File: config.mk
export PLATFORM = sky130hd
export DESIGN_NAME = admm_sqrt_chain
export DESIGN_NICKNAME = d
export VERILOG_FILES = /design/src/sv/admm_sqrt_chain.sv
export SDC_FILE = /design/constraint.sdc
export NUM_CORES = 2
export LEC_CHECK = 0
export BUFFER_PORTS_ARGS = -buffer_cell sky130_fd_sc_hd__buf_2
export CORE_UTILIZATION = 56
export CTS_BUF_LIST = sky130_fd_sc_hd__clkbuf_4 sky130_fd_sc_hd__clkbuf_8 sky130_fd_sc_hd__clkbuf_16
export CTS_CLUSTER_SIZE = 12
export DETAILED_ROUTE_END_ITERATION = 8
export PLACE_DENSITY = 0.72
export SYNTH_ARGS = -nofsm -noshare
export SYNTH_HDL_FRONTEND = slang
export SYNTH_SLANG_ARGS = --single-unit
export TNS_END_PERCENT = 50
File: constraint.sdc
create_clock -name clk -period 7.5 [get_ports clk]
set_clock_uncertainty 0.1 [all_clocks]
set_input_delay 1.125 -clock clk [delete_from_list [all_inputs] [get_ports clk]]
set_output_delay 1.125 -clock clk [all_outputs]
set_load 0.005 [all_outputs]
File: src/sv/admm_sqrt_chain.sv
`timescale 1ns / 1ps
// ----------------------------------------------------------------------------
// admm_sqrt_chain
// row of digit-by-digit square root cells: floor(sqrt(x << F))
// ----------------------------------------------------------------------------
module admm_sqrt_chain #(
  parameter int W = 32,
  parameter int F = 16
) (
  input  logic         clk,
  input  logic         rst,
  input  logic         in_vld,
  input  logic [W-1:0] x,
  output logic         out_vld,
  output logic [W-1:0] root
);

  localparam int P  = (W + F + 1) / 2;
  localparam int RB = P + 2;

  logic [2*P-1:0] s [P+1];
  logic [RB-1:0]  r [P+1];
  logic [P-1:0]   q [P+1];
  logic           v [P+1];

  logic [2*P-1:0] x_ext;
  assign x_ext = (2*P)'({x, {F{1'b0}}});

  assign s[0] = x_ext;
  assign r[0] = '0;
  assign q[0] = '0;
  assign v[0] = in_vld;

  // each cell resolves one root bit
  for (genvar i = 0; i < P; i++) begin : g_cell
    logic [RB-1:0] rs;
    logic [RB-1:0] tr;
    logic          take;
    always_comb begin
      rs   = {r[i][RB-3:0], s[i][2*(P-1-i)+1], s[i][2*(P-1-i)]};
      tr   = {q[i], 2'b01};
      take = rs >= tr;
    end
    always_ff @(posedge clk) begin
      if (rst) v[i+1] <= 1'b0;
      else     v[i+1] <= v[i];
      s[i+1] <= s[i];
      r[i+1] <= take ? (rs - tr) : rs;
      q[i+1] <= {q[i][P-2:0], take};
    end
  end

  assign out_vld = v[P];
  assign root    = W'(q[P]);

endmodule

[After elaboration in Yosys (flattened, before gate mapping)]
Index checks and enable logic that the tools add are counted.
Operators by class
  mux-type cells: 23
  add/subtract/negate cells: 23
  magnitude comparators: 24
Operators with widths (count)
  2-to-1 mux 24 bit: 22
  >= comparator 26 x 10 -> 1 bit: 1
  >= comparator 26 x 11 -> 1 bit: 1
  >= comparator 26 x 12 -> 1 bit: 1
  >= comparator 26 x 13 -> 1 bit: 1
  >= comparator 26 x 14 -> 1 bit: 1
  >= comparator 26 x 15 -> 1 bit: 1
  >= comparator 26 x 16 -> 1 bit: 1
  >= comparator 26 x 17 -> 1 bit: 1
  >= comparator 26 x 18 -> 1 bit: 1
  >= comparator 26 x 19 -> 1 bit: 1
  >= comparator 26 x 20 -> 1 bit: 1
  >= comparator 26 x 21 -> 1 bit: 1
  >= comparator 26 x 22 -> 1 bit: 1
  >= comparator 26 x 23 -> 1 bit: 1
  >= comparator 26 x 24 -> 1 bit: 1
  >= comparator 26 x 25 -> 1 bit: 1
  >= comparator 26 x 3 -> 1 bit: 1
  >= comparator 26 x 4 -> 1 bit: 1
  >= comparator 26 x 5 -> 1 bit: 1
  >= comparator 26 x 6 -> 1 bit: 1
  >= comparator 26 x 7 -> 1 bit: 1
  >= comparator 26 x 8 -> 1 bit: 1
  >= comparator 26 x 9 -> 1 bit: 1
  other kinds (25): 25
Word-level totals
  output and inout port bits: 33
  bits in registers: 1095
  bits of input ports: 35

[Depth between registers and ports, before layout]
  depth after elaboration: 2
  mapped depth: 15
  gate-level depth less buffers: 14

[Worst setup path before layout]
No wires, ideal clock.
  path kind: reg-to-reg
  from: reg r (netlist bit g_cell[20].rs[2])
  to: reg r (netlist bit g_cell[21].rs[16])
  data arrival time: 2805 ps
  setup time: 121 ps
  buffers on the path: 1
  slack: 4474 ps
  stages on the path, launching flop included: 12
  clock period less this slack: 3026 ps
  cell sequence: dfxtp_1 > ha_1 > inv_1 > fa_1 > nor2b_1 > o31ai_2 > a311oi_1 > a211oi_1 > o21ai_1 > a2111oi_0 > buf_2 > mux2_2
On the way
  cells in the longest elaborated chain, start to end: 2
  elaborated cells on any way between the ends: 3
  classes of those cells: add/sub (1); order compare (1); mux (1)
Ends and longest elaborated chain
  start, declared: line 22  | logic [RB-1:0] r [P+1];
  start signal, assigned by index: line 48  | r[i+1] <= take ? (rs - tr) : rs;
  subtractor 24 x 22 -> 24 bit or >= comparator 26 x 22 -> 1 bit (tied branches): line 48, 42
  2-to-1 mux 24 bit (*): line 48
Mark *: on every way between the ends. The rest lies on a longest branch, timed or not.
A chain may end at the register's enable or synchronous reset.

[Worst setup path in the final report]
  from: reg q (netlist bit g_cell[16].tr[2])
  to: reg r (netlist bit g_cell[17].rs[4])
On the way
  cells in the longest elaborated chain, start to end: 2
  elaborated cells on any way between the ends: 3
  classes of those cells: add/sub (1); order compare (1); mux (1)
Ends and longest elaborated chain
  start, declared: line 23  | logic [P-1:0] q [P+1];
  start signal, assigned by index: line 49  | q[i+1] <= {q[i][P-2:0], take};
  subtractor 24 x 18 -> 24 bit or >= comparator 26 x 18 -> 1 bit (tied branches): line 48, 42
  2-to-1 mux 24 bit (*): line 48
Marks and branches as above.

==> run_results.csv <==
group,metric,value,unit
synth,synth_enable_flop_cells,0,
synth,synth_top_cell_area_share,49.8,%
synth,synth_flop_cell,"dfxtp_1",
global_route,antenna_found_initial,0,
worst_setup_path,reg2reg_depth,11,
power_and_ir_drop,p_sw,4.64,mW
worst_setup_path,arrival,4.24,ns
global_route,grt_pass1_wl,134,mm
detailed_routing,vias,30100,
power_and_ir_drop,p_per_area,334,nW/um2
timing,fmax,263,MHz
clocking,cts_resized,0,
die,chipHeight,280,um
min_path,min_from,"s[547]",
timing,grt_setup_unrepaired,"false",
worst_setup_path,path_max_fanout,34,
finish,utilization,63.1,%
clocking,cts.sinks,1079,
worst_setup_path,worst-setup-path-type,"flop to flop",
power_and_ir_drop,p_int,11.4,mW
synth,synth.area.top_cells,"dfxtp_1, ha_1, xor2_1, xnor2_1, inv_1",
power_and_ir_drop,power.leakage,23.0,nW
worst_setup_path,reg2reg_slack,3.70,ns
timing,min_period,3.80,ns
power_and_ir_drop,power.share.switching,28.9,%
clocking,htree_levels,3,
timing,finalHoldViolations,0,
die,die-area,78600,um2
worst_setup_path,rr_startpoint,"g_cell[16].tr[2]",
synth,async_flop_share,0,%
synth,syn_area_per_cell,9.68,um2
detailed_routing,drtAntennaViolNets,0,
finish,area_growth,11.1,%
synth,yosysWarnings,0,
power_and_ir_drop,clockPowerShare,32.4,%
placement,hpwl,60.7,mm
detailed_routing,wl,80.9,mm
die,initial_core_util,56.8,%
synth,yosysSeqAreaShare,49.8,%
die,coreArea,76300,um2
timing,tightest_slew,1.14,ns
placement,port_buffers,59,
finish,final_nets,4931,
synth,ys_types,88,
global_route,grt_pass1_vias,28500,
timing,post-route-period-util,50.6,%
power_and_ir_drop,p_comb_share,20.1,%
detailed_routing,first_pass_iters,5,
synth,synth_seq_cells,1079,
clocking,clk_path_buf_depth,3,
timing,finalSetupTns,0,ns
clocking,post-cts-setup-buffers,0,
placement,globalplace.congestion,0.927,
timing,setup_viol,0,
timing,maxSlewHeadroom,24.2,%
run,max_cap_violations,0,
synth,ys_top_cells_by_count,"dfxtp_1, inv_1, ha_1, nand2_1, a21oi_1",
worst_setup_path,cp-start-kind,"flop",
detailed_routing,drt-initial-drc-count,1649,
synth,syn_area,43400,um2
worst_setup_path,cp_data_required_time,7.94,ns
synth,syn_inst,4479,
min_path,hold_end,"g_cell[14].rs[1]",
clocking,cts-hold-fix-buffers,0,
power_and_ir_drop,ir_worst_vdd,0.210,mV
clocking,clock-root-buffer,"clkbuf_16",
worst_setup_path,worst_setup_path_end_kind,"flop",
global_route,grt_max_degree,39,
timing,drv_slew,0,
power_and_ir_drop,power_frac_seq,47.5,%
die,placementRows,101,
die,chipWidth,280,um
die,ioPinCount,68,
synth,synth.largest_area_cell,"dfxtp_1",
detailed_routing,drc,0,
clocking,cts_buffers,109,
finish,antenna_cells,0,
worst_setup_path,timing.rr.end,"g_cell[17].rs[4]",
global_route,overflow,0,
detailed_routing,wl_per_cell,14.2,um
global_route,grt.total_usage,20.6,%
clocking,path_clk_slew,0.06,ns
run_status,status,"completed",
min_path,min_path_cells,0,
synth,synth_most_common_cell,"dfxtp_1",
detailed_routing,vias_per_cell,5.30,
clocking,clock_latency,0.67,ns
finish,drive_gt1_share,7.66,%
min_path,worstHoldPathType,"flop to flop",
clocking,cts_tree,"done",
==> cells by family after synthesis <==
| group | synth area share, % |
|---|---|
| AOI/OAI and AO/OA | 13.5 |
| xor gates and xnor gates | 7.67 |
| adders and majority gates | 9.27 |
| buffers and inverters | 4.47 |
| DFF | 49.8 |
| muxes | 1.48 |
| other | 0.00865 |
| and+or+nand+nor | 13.8 |
==> flip-flops by register name, indices dropped and copies added (netlist names) <==
signal and flops:
s 210, root 24, out_vld 1, v 23
g_cell.rs 545, g_cell.tr 276
==> layout by cell type, fill, tap and decap left out, types with 13 or more instances in the layout <==
cell | netlist | final
clkbuf_4 | 0 | 30
nor3_1 | 123 | 123
a21o_1 | 89 | 89
o21a_1 | 59 | 59
nor4_1 | 66 | 66
dfxtp_1 | 1079 | 1079
a21oi_1 | 290 | 287
buf_2 | 6 | 59
mux2_2 | 50 | 50
or3_1 | 40 | 40
clkbuf_8 | 0 | 20
nand2_1 | 298 | 298
a31oi_1 | 21 | 21
nand3_1 | 79 | 79
nor2b_1 | 64 | 64
nand2b_1 | 61 | 61
clkbuf_16 | 0 | 110
nand4_1 | 39 | 39
and3_1 | 20 | 20
xor2_1 | 193 | 193
a211oi_1 | 34 | 34
ha_1 | 310 | 310
inv_1 | 410 | 410
xnor2_1 | 187 | 187
or2_2 | 23 | 23
and2_1 | 13 | 13
or4_1 | 27 | 27
nor2_1 | 279 | 279
o31ai_1 | 31 | 30
o21bai_1 | 27 | 27
o211ai_1 | 18 | 18
o21ai_0 | 272 | 272
==> through the flow <==
step	setup slack [ns]	hold slack, ns	area (um2)	power (mW)	std cells
finish	3.70	0.212	48200	16.1	5678
floorplan	4.47	0.210	43400	10.1	4487
detailed placement	3.74	0.212	44700	11.0	5498
global route	3.35	0.218	48200	17.0	5678
CTS	3.69	0.209	48200	16.2	5678
global placement	3.86	0.210	44700	10.9	5498
==> critical path: stages (launching register included) <==
cell	delay, ns
dfxtp_1	0.32
inv_1	0.05
ha_1	0.21
inv_1	0.08
fa_1	0.20
nand2b_1	0.14
a21o_1	0.17
a211o_1	0.15
a21boi_0	0.12
o41ai_1	0.73
and2_1	0.99
mux2_2	0.42
==> routing by layer <==
metal  wire length, um  GRT usage (%)  part of all wire [%]  up-vias
met5                 0              0                     0        -
met4              1930           6.59                   2.4        0
met3              3690           3.07                   4.6      153
met2             37500           34.4                    46      511
met1             37700           27.3                    47    13800
li1                  -              -                     -    15600
==> power groups by stage <==
stage                     Clock, mW  Sequential, mW  Combinational [mW]
after global routing           5.60            7.76                3.65
after detailed placement          0            7.77                3.21
after global placement            0            7.76                3.15
final                          5.21            7.63                3.24
after CTS                      5.35            7.65                3.24
after floorplan                   0            7.47                2.65
==> worst max path at each step <==
stage          slack, ns  depth (start not counted)                end             start
2_1_floorplan       4.47                         11  g_cell[21].rs[16]  g_cell[20].rs[2]
3_3_place_gp        3.86                         11   g_cell[17].rs[4]  g_cell[16].tr[2]
3_5_place_dp        3.74                         11   g_cell[17].rs[4]  g_cell[16].tr[2]
4_1_cts             3.69                         11  g_cell[17].rs[18]  g_cell[16].tr[2]
5_1_grt             3.35                         11  g_cell[17].rs[18]  g_cell[16].tr[2]
6_report            3.70                         11   g_cell[17].rs[4]  g_cell[16].tr[2]
==> layout make-up <==
cell class	count	area [um2]
Timing Repair Buffer	67	355
Clock buffer	160	3250
Clock inverter	20	253
Fill cell	6391	28100
Tap cell	1030	1290
Sequential cell	1079	21600
Multi-Input combinational cell	2910	19900
Inverter	412	1550
(Power assumes the default switching activity.)
